**config.mk**
```make
export PLATFORM = sky130hd
export DESIGN_NAME = atd_div
export DESIGN_NICKNAME = d
export VERILOG_FILES = /design/src/rtl/atd_pkg.sv /design/src/rtl/atd_div.sv
export SDC_FILE = /design/constraint.sdc
export NUM_CORES = 2
export LEC_CHECK = 0
export BUFFER_PORTS_ARGS = -buffer_cell sky130_fd_sc_hd__buf_4
export CORE_ASPECT_RATIO = 0.75
export CORE_MARGIN = 2
export CORE_UTILIZATION = 50
export CTS_CLUSTER_SIZE = 28
export DETAILED_ROUTE_END_ITERATION = 10
export PLACE_DENSITY = 0.65
export SYNTH_ARGS = -nofsm -noshare
export SYNTH_HDL_FRONTEND = slang
export SYNTH_SLANG_ARGS = --single-unit
```
**constraint.sdc**
```tcl
create_clock -name clk -period 8.5 [get_ports clk]
set_input_delay 1.7 -clock clk [delete_from_list [all_inputs] [get_ports clk]]
set_output_delay 1.7 -clock clk [all_outputs]
set_load 0.01 [all_outputs]
```
**src/rtl/atd_pkg.sv**
```systemverilog
// Shared types, constants and step functions for the affine decompose pipeline.
// No dependencies.
package atd_pkg;

  localparam int SQRT_LAT = 32;  // one root bit per stage, 64-bit radicand
  localparam int DIV_LAT  = 31;  // one quotient bit per stage
  localparam logic [31:0] QONE = 32'h4000_0000;  // 1.0 in Q2.30

  typedef enum logic [1:0] {BR_TRACE, BR_X, BR_Y, BR_Z} branch_t;

  typedef struct packed {
    logic [63:0] x;
    logic [63:0] res;
  } sqrt_st_t;

  typedef struct packed {
    logic [32:0] rem;
    logic [30:0] lo;
    logic [32:0] den;
    logic        ovf;
    logic        dz;
  } div_st_t;

  // one digit of the bitwise integer square root
  function automatic sqrt_st_t sqrt_step(sqrt_st_t s, int k);
    logic [63:0] b;
    logic [63:0] t;
    sqrt_st_t    o;
    b = 64'd1 << (2 * k);
    t = s.res + b;
    if (s.x >= t) begin
      o.x   = s.x - t;
      o.res = (s.res >> 1) + b;
    end else begin
      o.x   = s.x;
      o.res = s.res >> 1;
    end
    return o;
  endfunction

  function automatic div_st_t div_init(logic [61:0] num, logic [32:0] den);
    div_st_t o;
    o.rem = {2'b00, num[61:31]};
    o.lo  = num[30:0];
    o.den = den;
    o.ovf = ({2'b00, num[61:31]} >= den);
    o.dz  = (den == 33'd0);
    return o;
  endfunction

  // one restoring-division step: quotient bits shift into lo
  function automatic div_st_t div_step(div_st_t s);
    logic [33:0] t;
    div_st_t     o;
    o = s;
    t = {s.rem, s.lo[30]};
    if (t >= {1'b0, s.den}) begin
      o.rem = 33'(t - {1'b0, s.den});
      o.lo  = {s.lo[29:0], 1'b1};
    end else begin
      o.rem = t[32:0];
      o.lo  = {s.lo[29:0], 1'b0};
    end
    return o;
  endfunction

endpackage

```
**src/rtl/atd_div.sv**
```systemverilog
// Pipelined unsigned divider: 62-bit dividend, 33-bit divisor, 31-bit quotient.
// Uses atd_pkg (div_init, div_step, DIV_LAT). Zero divisor gives zero.
module atd_div (
  input  logic        clk,
  input  logic        en,
  input  logic [61:0] num,
  input  logic [32:0] den,
  output logic [30:0] quo,
  output logic        ovf
);

  atd_pkg::div_st_t st [atd_pkg::DIV_LAT];

  always_ff @(posedge clk) begin
    if (en) begin
      st[0] <= atd_pkg::div_step(atd_pkg::div_init(num, den));
      for (int i = 1; i < atd_pkg::DIV_LAT; i++) begin
        st[i] <= atd_pkg::div_step(st[i-1]);
      end
    end
  end

  assign quo = st[atd_pkg::DIV_LAT-1].dz ? 31'd0 : st[atd_pkg::DIV_LAT-1].lo;
  assign ovf = st[atd_pkg::DIV_LAT-1].ovf & ~st[atd_pkg::DIV_LAT-1].dz;

endmodule

```
# Word level (Yosys, flattened, before mapping)
# Memories as Yosys holds them, arrays and structs flattened.
# Index checks and enable logic that the tools add are counted.
[word_totals] out_inout_bits=32 mem_bits_rw=3069 inputBits=97 ff_bits=0 elab_cells=132 n_memories=1
[memory_table] memory="st" depth=31 word_bits=99 rd=31 rd_ports_with_merged_regs=0 wr=31 line="atd_div.sv:12" text="atd_pkg::div_st_t st [atd_pkg::DIV_LAT];"
[classes] n_mux=65 add_sub_neg=31 n_reduce_logical=1 order_cmp=32 bitwise=2
[op_table] cell="two-way mux 64 bit" count=62
[op_table] cell=">= comparator 34 x 33 -> 1 bit" count=30
[op_table] cell="subtractor 33 bit" count=30
[op_table] cell=">= comparator 31 x 33 -> 1 bit" count=1
[op_table] cell=">= comparator 32 x 33 -> 1 bit" count=1
[op_table] cell="zero test 33 bit" count=1
[op_table] cell="subtractor 32 x 33 -> 33 bit" count=1
[op_table] cell="two-way mux 31 bit" count=1
[op_table] cell="two-way mux 1 bit" count=2
[op_table] cell="bitwise AND 1 bit" count=1
[op_table] cell="inverter 1 bit" count=1

# Depth between registers and ports, before layout
[depth] word_depth=3 mapped_depth=17 mapped_depth_nobuf=16

# Least setup slack after synthesis
# Ideal clock, no wire load.
[synth_timing] path_type="in2reg" from="input port den[10]" to="memory st[0][72] in the netlist's numbering (data pin)" setup_ns=0.260 required_time_ns=8.240 setup_slack_ns=3.793 path_buffers=1 arrival_ns=4.447 path_stages=14 cell_sequence="inv_1 > ha_1 > and3_1 > nand4_1 > or2_2 > o211a_1 > and2_4 > o21ai_2 > a31oi_1 > o21a_1 > a21bo_2 > a21oi_4 > buf_6 > mux2_2"
[synth_lines] element="start, declared" line="atd_div.sv:7" text="input logic [32:0] den,"
[synth_lines] element="end, declared" line="atd_div.sv:12"

==> impl_metrics.json <==
{
  "netlist.area_leader.share_pct": 58.0,
  "gp_congestion": 0.931,
  "cp.arrival_ns": 5.93,
  "routed-via-count": 100000,
  "synth_common_cells": "edfxtp_1 (3,003), inv_1 (1,274), a21oi_1 (1,255)",
  "cts_buffers": 315,
  "setup_viol": 0,
  "yosys_warnings": 0,
  "routed_wl_mm": 358,
  "cts_root_buf": "clkbuf_16",
  "syn2layout_area_growth_pct": 10.2,
  "period_minus_slack_ns": 5.33,
  "cts_tree": "yes",
  "ys_top_cells_by_area": "edfxtp_1 (58%), ha_1 (8.5%), a21oi_1 (4.0%)",
  "drc": 0,
  "synthCells": 13000,
  "antenna_left": 0,
  "largestRegisters": "st: 3003 flops",
  "rsz0062_at_grt": "false",
  "p_leak_nw": 68.4,
  "synthArstFlopShare_pct": 0,
  "final_hold_viol_count": 0,
  "tns_ns": 0,
  "cts_sinks": 3003,
  "multiInputGateArea_um2": 59400,
  "grt_max_degree": 187,
  "ctsResizeCount": 0,
  "grt_usage_pct": 22.3,
  "die_h_um": 487,
  "slew_viol_final": 0,
  "r2r_slack_ns": 3.47,
  "max_slew_margin_pct": 22.1,
  "clk_latency_ns": 0.88,
  "cp_common_cell": "buf_4",
  "slowest_delay_ns": 0.86,
  "dpl-instance-area_um2": 161000,
  "vdd_ir_drop_max_mv": 0.214,
  "layout.nets": 14400,
  "cp-end-kind": "flip-flop",
  "slowest_stage": "a21oi_4",
  "cts-htree-levels": 5,
  "required_ns": 9.10,
  "hold_start": "st[0][254]",
  "drt_iter0_drc": 8936,
  "drv_cap": 0,
  "worstSetupPathType": "in2reg",
  "synth_top_area_cell": "edfxtp_1",
  "dr.pass1.iters": 6,
  "clock_skew_ns": 0.0452,
  "ys_types": 102,
  "total_power_w": 0.0650,
  "cts_buffer_depth": 4,
  "r2r_end": "st[1][1164]",
  "hold_depth": 0,
  "timing.rr.start": "st[1][1055]",
  "synth.most_common_cell": "edfxtp_1",
  "die_w_um": 648,
  "synthFlopType": "edfxtp_1",
  "r2r_cells": 15,
  "ys_ff_latch": 3003,
  "port_buffers": 128,
  "top_register": "st",
  "cts_post_setup_buffers_inserted": 0,
  "startpoint_type": "input pin",
  "start_util_pct": 50.2,
  "finalCritPeriodShare_pct": 62.7,
  "ios": 129,
  "yosysSeqAreaShare_pct": 58.0,
  "routedWlPerCell_um": 20.4,
  "antenna_found_initial": 9,
  "fin_area_um2": 171000,
  "clk_pin_slew_ns": 0.06,
  "seqCellArea_um2": 90200,
  "syn_area_um2": 156000,
  "largest_register_ffs": 3003,
  "tightest_slew_ns": 1.16,
  "path_cells": "buf_4, inv_1, ha_1, and3_1, a21boi_0, a41oi_1, o211a_1, and2_4, o21ai_2, a31oi_1, o21a_1, a21bo_2, a21oi_4, buf_4, mux2_1",
  "syn_avg_cell_area_um2": 12.0,
  "p_per_area_nw_per_um2": 379,
  "min_path_type": "reg2reg",
  "drt-vias-per-instance": 5.69,
  "ctsHoldBuffers": 0,
  "status": "complete, no violations",
  "overflow": 0,
  "hpwl_mm": 265,
  "drive_gt1_share_pct": 8.31,
  "grt_pass1_vias": 97500,
  "core-area_um2": 310000,
  "rows": 177,
  "worstHoldEndpoint": "st[0][354]",
  "grt_pass1_wl_mm": 556,
  "fmaxAchievable_ghz": 0.188,
  "fillers": 25700,
  "synth_edf_count": 3003,
  "synth_fp_nets": 14200,
  "path_max_fanout": 29,
  "die_area_um2": 316000
}
==> worst max path at each step <==
| stage | endpoint | start | cells after the start | slack [ns] |
|---|---|---|---|---|
| finish | st[0][95] | den[8] | 15 | 3.17 |
| global placement | st[0][94] | den[8] | 15 | 2.32 |
| CTS | st[0][95] | den[8] | 15 | 3.29 |
| floorplan | st[0][72] | den[10] | 14 | 3.79 |
| global route | st[0][95] | den[8] | 15 | 2.99 |
| detailed placement | st[0][95] | den[8] | 15 | 2.34 |
==> layer usage <==
layer | part of all wire [%] | GRT usage (%)
met1 | 46 | 31.9
met2 | 46 | 36.2
met3 | 5.1 | 2.72
met4 | 2.5 | 5.66
met5 | 0 | 0
==> kinds of logic after synthesis <==
logic type / Yosys count / synth area share [%]
AOI/OAI and AO/OA: 3468 / 13.8
and+or+nand+nor: 2624 / 7.95
adders and majority gates: 1083 / 8.86
buffers and inverters: 1586 / 3.95
xor gates and xnor gates: 861 / 4.85
DFF: 3003 / 58.0
muxes: 367 / 2.64
==> per-stage QoR <==
stage | hold slack, ns | util, % | worst slack, ns | cells
floorplan | 0.400 | - | 3.79 | 13000
global placement | 0.400 | 52.0 | 2.32 | 17000
detailed placement | 0.405 | 52.0 | 2.34 | 17000
CTS | 0.400 | 55.3 | 3.29 | 17600
global route | 0.407 | 55.3 | 2.99 | 17600
finish | 0.405 | 55.3 | 3.17 | 17600
==> worst max-delay path, delay by kind of cell <==
| family | cells | cell delay (ns) |
|---|---|---|
| buffers and inverters | 3 | 0.52 |
| AND/OR/NAND/NOR | 2 | 0.51 |
| AO/OA/AOI/OAI | 8 | 2.48 |
| multiplexers | 1 | 0.34 |
| adder cells (fa/ha/maj) | 1 | 0.36 |
==> cell type report <==
cell class,count,share of cell area [%]
Antenna cell,6,0.00876
Clock inverter,197,1.13
Multi-Input combinational cell,8403,34.6
Inverter,1278,2.80
Clock buffer,371,4.81
Tap cell,4117,3.01
Sequential cell,3003,52.6
Timing Repair Buffer,199,0.978
==> report_power, final <==
part	leakage [nW]	internal [W]	switching, W	total (W)
clock network	4.91	0.00784	0.00576	0.0136
logic	34.1	0.0118	0.0161	0.0279
registers	29.3	0.0213	0.00221	0.0235
==> cell usage in the layout (no fill, tap or decap), drive strengths merged, types with 126 or more instances in the layout <==
cell / Yosys / final
nor2: 795 / 795
ha: 1053 / 1053
nand2: 759 / 759
buf: 107 / 199
o21bai: 146 / 146
nand2b: 132 / 132
xnor2: 525 / 525
nand4: 175 / 175
clkbuf: 201 / 371
mux2: 347 / 347
xor2: 336 / 336
a21o: 538 / 538
nor2b: 174 / 174
edfxtp: 3003 / 3003
inv: 1278 / 1288
nand3: 186 / 186
a21oi: 1269 / 1269
o21ai: 774 / 774
clkinv: 0 / 133
a31oi: 126 / 126
Note: power is estimated with default switching activity, not from simulation.
