--- src/rtl/atd_pkg.sv ---
// Shared types, constants and step functions for the affine decompose pipeline.
// No dependencies.
package atd_pkg;

  localparam int SQRT_LAT = 32;  // one root bit per stage, 64-bit radicand
  localparam int DIV_LAT  = 31;  // one quotient bit per stage
  localparam logic [31:0] QONE = 32'h4000_0000;  // 1.0 in Q2.30

  typedef enum logic [1:0] {BR_TRACE, BR_X, BR_Y, BR_Z} branch_t;

  typedef struct packed {
    logic [63:0] x;
    logic [63:0] res;
  } sqrt_st_t;

  typedef struct packed {
    logic [32:0] rem;
    logic [30:0] lo;
    logic [32:0] den;
    logic        ovf;
    logic        dz;
  } div_st_t;

  // one digit of the bitwise integer square root
  function automatic sqrt_st_t sqrt_step(sqrt_st_t s, int k);
    logic [63:0] b;
    logic [63:0] t;
    sqrt_st_t    o;
    b = 64'd1 << (2 * k);
    t = s.res + b;
    if (s.x >= t) begin
      o.x   = s.x - t;
      o.res = (s.res >> 1) + b;
    end else begin
      o.x   = s.x;
      o.res = s.res >> 1;
    end
    return o;
  endfunction

  function automatic div_st_t div_init(logic [61:0] num, logic [32:0] den);
    div_st_t o;
    o.rem = {2'b00, num[61:31]};
    o.lo  = num[30:0];
    o.den = den;
    o.ovf = ({2'b00, num[61:31]} >= den);
    o.dz  = (den == 33'd0);
    return o;
  endfunction

  // one restoring-division step: quotient bits shift into lo
  function automatic div_st_t div_step(div_st_t s);
    logic [33:0] t;
    div_st_t     o;
    o = s;
    t = {s.rem, s.lo[30]};
    if (t >= {1'b0, s.den}) begin
      o.rem = 33'(t - {1'b0, s.den});
      o.lo  = {s.lo[29:0], 1'b1};
    end else begin
      o.rem = t[32:0];
      o.lo  = {s.lo[29:0], 1'b0};
    end
    return o;
  endfunction

endpackage

--- src/rtl/atd_isqrt.sv ---
// Pipelined floor square root, 64-bit radicand to 32-bit root.
// Uses atd_pkg (sqrt_step, SQRT_LAT).
module atd_isqrt (
  input  logic        clk,
  input  logic        en,
  input  logic [63:0] rad,
  output logic [31:0] root
);

  atd_pkg::sqrt_st_t st [atd_pkg::SQRT_LAT];

  always_ff @(posedge clk) begin
    if (en) begin
      st[0] <= atd_pkg::sqrt_step('{x: rad, res: 64'd0}, atd_pkg::SQRT_LAT - 1);
      for (int i = 1; i < atd_pkg::SQRT_LAT; i++) begin
        st[i] <= atd_pkg::sqrt_step(st[i-1], atd_pkg::SQRT_LAT - 1 - i);
      end
    end
  end

  assign root = st[atd_pkg::SQRT_LAT-1].res[31:0];

endmodule

--- config.mk ---
export PLATFORM = sky130hd
export DESIGN_NAME = atd_isqrt
export DESIGN_NICKNAME = d
export VERILOG_FILES = /design/src/rtl/atd_pkg.sv /design/src/rtl/atd_isqrt.sv
export SDC_FILE = /design/constraint.sdc
export NUM_CORES = 2
export LEC_CHECK = 0
export BUFFER_PORTS_ARGS = -buffer_cell sky130_fd_sc_hd__buf_2
export CORE_UTILIZATION = 50
export CTS_BUF_LIST = sky130_fd_sc_hd__clkbuf_2
export DETAILED_ROUTE_END_ITERATION = 12
export PLACE_DENSITY = 0.65
export SETUP_SLACK_MARGIN = 0.02
export SLEW_MARGIN = 20
export SYNTH_ARGS = -nofsm -noshare
export SYNTH_HDL_FRONTEND = slang
export SYNTH_SLANG_ARGS = --single-unit
--- constraint.sdc ---
create_clock -name clk -period 8.8 [get_ports clk]
set_clock_uncertainty 0.2 [all_clocks]
set_input_delay 0.44 -clock clk [delete_from_list [all_inputs] [get_ports clk]]
set_output_delay 0.44 -clock clk [all_outputs]
set_load 0.05 [all_outputs]
**After elaboration in Yosys (flattened, before gate mapping)**

Memory sizes are Yosys's and may differ from the RTL's.
Cells that the tools add are included.

- Order comparisons: 32
- Reductions and logical operators: 0
- Div/mod/pow operators: 0
- Equality and inequality tests: 0
- Bitwise gates (word level): 0
- Add/subtract/negate cells: 94
- $mul: 0
- Multiplexer cells: 66
- Shifts and indexed selects: 0

Operator list:

| kind | number |
|---|---|
| $mux 128 | 64 |
| $ge 64x64->1 | 31 |
| $sub 64x64->64 | 31 |
| $add 63x1->64 const B | 1 |
| $add 63x11->64 const B | 1 |
| $add 63x13->64 const B | 1 |
| $add 63x15->64 const B | 1 |
| $add 63x17->64 const B | 1 |
| $add 63x19->64 const B | 1 |
| $add 63x21->64 const B | 1 |
| $add 63x23->64 const B | 1 |
| $add 63x25->64 const B | 1 |
| $add 63x27->64 const B | 1 |
| $add 63x29->64 const B | 1 |
| $add 63x3->64 const B | 1 |
| $add 63x31->64 const B | 1 |
| $add 63x33->64 const B | 1 |
| $add 63x35->64 const B | 1 |
| $add 63x37->64 const B | 1 |
| $add 63x39->64 const B | 1 |
| $add 63x41->64 const B | 1 |
| $add 63x43->64 const B | 1 |
| $add 63x45->64 const B | 1 |
| $add 63x47->64 const B | 1 |
| other kinds (44) | 45 |

- Input port bits: 66
- Latch bits: 0
- Output and inout bits: 32
- Logic and storage cells: 193
- Memories kept: 1
- Memory bits (writable): 4,096
- Bits in read-only memories: 0
- Register bits: 0

Memory list:

| name | words | width | rd ports | clocked after memory_dff | wr ports | line | RTL |
|---|---|---|---|---|---|---|---|
| st | 32 | 128 | 32 | 0 | 32 | atd_isqrt.sv:10 | `atd_pkg::sqrt_st_t st [atd_pkg::SQRT_LAT];` |

**Logic depth before layout (Yosys ltp)**

- Depth after elaboration: 4
- Gate-level depth with buffers: 14
- Mapped depth without buffers: 13

**Worst setup path before layout**

No wires, ideal clock.

- Kind: register to register
- From: memory st[1][1266] (netlist bit)
- To: memory st[1][1399] (netlist bit) (data pin)
- Data arrival time: 3.737 ns
- Clock period less this slack: 4.208 ns
- Path slack: 4.592 ns
- Library setup time: 0.271 ns
- Required time: 8.329 ns
- Buffers on the path: 1
- Cell stages (with the launch flop): 13
- Cell sequence: edfxtp_1 > or4_1 > nor4b_1 > or4b_1 > or3_1 > or2_1 > or4_4 > nor3_4 > inv_2 > nand2b_1 > buf_4 > nor4_1 > xor2_1

RTL lines:

| what | line |
|---|---|
| from (decl) | atd_isqrt.sv:10 |

==> impl_metrics.csv <==
group,metric,value,unit
run_status,outcome,"finished with violations",
run_status,violations,"design-rule violations",
final_layout,layout_common_cells,"edfxtp_1 (2512), clkbuf_2 (872), inv_1 (680)",
setup_path,start_kind,"flop",
power_and_ir_drop,ir_drop,0.1334,mV
final_layout,largest_register,"st",
setup_path,worstSetupEndpointType,"flop",
die,initial_core_util,0.5031,
setup_path,critPathCapture,"st[1][1399]",
clocking,cts.repair.resized,0,
setup_path,critPathLaunch,"st[1][1266]",
drt,remaining_drc_errors,14,
clocking,cts.path.max_buffers,4,
yosys,synth.largest_area_cell,"edfxtp_1",
drt,dr.pass1.iters,12,
power_and_ir_drop,switching_share,0.3275,
placement,dp_cells,12600,
global_routing,grt_use_total,0.2385,
sta,worstMarginPinSlew,1.278,ns
clocking,cts_tree,"built",
yosys,async_reset_ff_frac,0,
setup_path,worstPathArrival,6.43,ns
global_routing,grt_remaining_overflow,0,
yosys,synth_cells,9492,
drt,wl,292300,µm
drt,vias_per_cell,5.691,
placement,dpl.hpwl,205900,µm
sta,period_minus_slack,5.180,ns
power_and_ir_drop,power_density,239.1,mW/mm²
yosys,synth_area,0.1198,mm²
final_layout,multiInputGateArea,0.04097,mm²
yosys,post_synth.cell_area_avg,12.62,µm²
sta,rsz0062_at_grt,"no",
drt,wl_met2,140100,µm
clocking,cts_sinks,2512,
power_and_ir_drop,power,0.03162,W
final_layout,post-route-util,0.5554,
placement,gp_congestion,0.9163,
drt,drtIter0Drc,7081,
global_routing,grt_max_degree,185,
power_and_ir_drop,leakage,50.95,nW
sta,post-route-period-util,0.5887,
drt,dr.max_layer_used,"met5",
power_and_ir_drop,combinationalPowerShare,0.230,
yosys,synthFlopType,"edfxtp_1",
final_layout,top_regs,"st: 2512 flops",
clocking,clkSlewWorstSetupHoldPaths,0.11,ns
die,die-area,0.2415,mm²
final_layout,stdcell_count,13970,
sta,max-slew-margin-rel,0.1400,
sta,setup_viol,0,
yosys,synth_nets,10120,
setup_path,crit_path_max_fanout,54,
setup_path,reg2regPathDepth,12,
yosys,synth_top_area_frac,0.6298,
setup_path,r2r-start,"st[1][1266]",
hold_path,hp-class,"flop to flop",
clocking,htreeDepth,6,
global_routing,grt_pass1_wl,447100,µm
clocking,cts_buffers,645,
setup_path,worstReg2RegEnd,"st[1][1399]",
final_layout,drive_above_1_share,0.1166,
sta,hold_violations,0,
placement,placement.io_buffers,97,
final_layout,fill_cells,19660,
yosys,ys_seq_area_frac,0.6298,
power_and_ir_drop,clkPwrFrac,0.250,
power_and_ir_drop,power_switching,0.01035,W
global_routing,antenna_found_initial,14,
die,core-area,0.2381,mm²
final_layout,largest_register_ff_count,2512,
sta,fin_ws,3.620,ns
clocking,cts-root-buf,"clkbuf_2",
die,rows,179,
yosys,yosysUniqueCellTypes,86,
global_routing,grt_pass1_vias,77800,
sta,fmax,193.0,MHz
yosys,ys_ff_latch,2512,
die,die-height,491.4,µm
die,die_w,491.4,µm
setup_path,crit_required,10.05,ns
final_layout,syn2layout_area_growth,10.41,%
clocking,clkLatencyLatePin,1.82,ns
yosys,ys_warn_count,0,
drt,wire_per_inst,20.93,µm
final_layout,register_area,0.07543,mm²
drt,wl_met1,125700,µm
yosys,synth_edf_count,2512,
sta,drv_slew,0,
setup_path,reg2reg_setup_slack,3.62,ns
sta,tns,0,ns
final_layout,mostFrequentLayoutCell,"edfxtp_1",
power_and_ir_drop,internal_power,0.02127,W
setup_path,crit_type,"flop to flop",
final_layout,finalNetCount,10960,
placement,place_ws,3.666,ns
job,drv_cap,0,
power_and_ir_drop,seq_power_share,0.520,
die,num_io_pins,98,
drt,ant_nets,0,
yosys,synth_area_leaders,"edfxtp_1 (63%), ha_1 (5.8%), xor2_1 (3.3%), xnor2_1 (3.2%), a21oi_1 (2.4%)",
drt,num_vias,79480,
drt,met3_length,18830,µm
power groups by stage:
| stage | sequential [W] | combinational (W) | clock (W) |
|---|---|---|---|
| after global routing | 0.0166 | 0.00803 | 0.00876 |
| after global placement | 0.0167 | 0.00693 | 0 |
| after CTS | 0.0164 | 0.00719 | 0.00815 |
| after floorplan | 0.0161 | 0.00525 | 0 |
| after detailed placement | 0.0167 | 0.00705 | 0 |
| final | 0.0164 | 0.00728 | 0.00791 |
through the flow:
stage | hold WS, ns | cell area (µm²)
after floorplan | 0.2166 | 119800
after global placement | 0.2245 | 123900
after detailed placement | 0.2308 | 123900
after CTS | 0.001744 | 132200
after global routing | 0.03542 | 132200
final | 0.1265 | 132200
synth_stat cells, types with 17 or more instances:
cell      count
nand4_1     144
nor2_1      594
ha_1        558
a211oi_1     43
xor2_1      445
nor4b_1      44
a211o_1      20
nor2b_1      77
and3_1       44
a31oi_1      42
o31ai_1      41
xnor2_1     438
nand2b_1    115
a21boi_0     17
clkbuf_1    156
o21a_1       81
or4_1        57
mux2_2       82
o21ai_0     471
nor3_1      279
a21o_1      244
nor4_1      347
nand3_1     136
a21oi_1     582
or2_2        33
nand3b_1     33
inv_1       680
and2_1       21
edfxtp_1   2512
o211ai_1     41
o21bai_1     47
buf_4        33
or3_1       104
o41ai_1      23
nand2_1     662
critical path: stages (launching register included):
cell and delay [ns]:
edfxtp_1 0.43, or4_1 0.62, nor4b_1 0.39, or4b_1 0.55, or3_1 0.36, or2_1 0.27, or4_4 0.57, nor3_4 0.19
buf_4 0.45, inv_2 0.23, nand2b_1 0.35, nor4_1 0.12, xor2_1 0.16
logic make-up (layout without fill, tap and decap cells):
kind of cell,Yosys count,count (layout),synth area share
flip-flops,2512,2512,0.6298
XOR/XNOR,883,883,0.06457
AO/OA/AOI/OAI,1780,1780,0.09121
multiplexers,90,90,0.008379
buffers and inverters,886,2177,0.02881
other,0,15,0
AND/OR/NAND/NOR,2783,2783,0.1189
adder cells (fa/ha/maj),558,558,0.05830
routing by layer:
layer	GRT usage	vias to the layer above
met5	0	-
met4	0.07427	4
met3	0.04444	539
met2	0.3914	2731
met1	0.3210	38630
li1	-	37580
layout make-up:
cell class	count	share of cell area
Timing Repair Buffer	402	0.02729
Tap cell	3167	0.02997
Inverter	684	0.01942
Clock buffer	872	0.03300
Sequential cell	2512	0.5704
Clock inverter	219	0.009736
Multi-Input combinational cell	6094	0.3099
Antenna cell	15	0.0002839
worst min-delay path by stage:
| stage | cells after the start | start | slack (ns) | to |
|---|---|---|---|---|
| detailed placement | 0 | st[0][1757] | 0.23 | st[0][1885] |
| CTS | 4 | rad[4] | 0.002 | st[0][68] |
| floorplan | 0 | st[0][877] | 0.22 | st[0][1005] |
| global placement | 0 | st[0][724] | 0.22 | st[0][852] |
| global route | 4 | rad[4] | 0.04 | st[0][68] |
| finish | 0 | st[1][1692] | 0.13 | st[1][1819] |
what timing repair did:
action	CTS	global route
hold buffers	260	0
buffers inserted	0	0
hold endpoints to repair	2379	0
(Power assumes the default switching activity.)
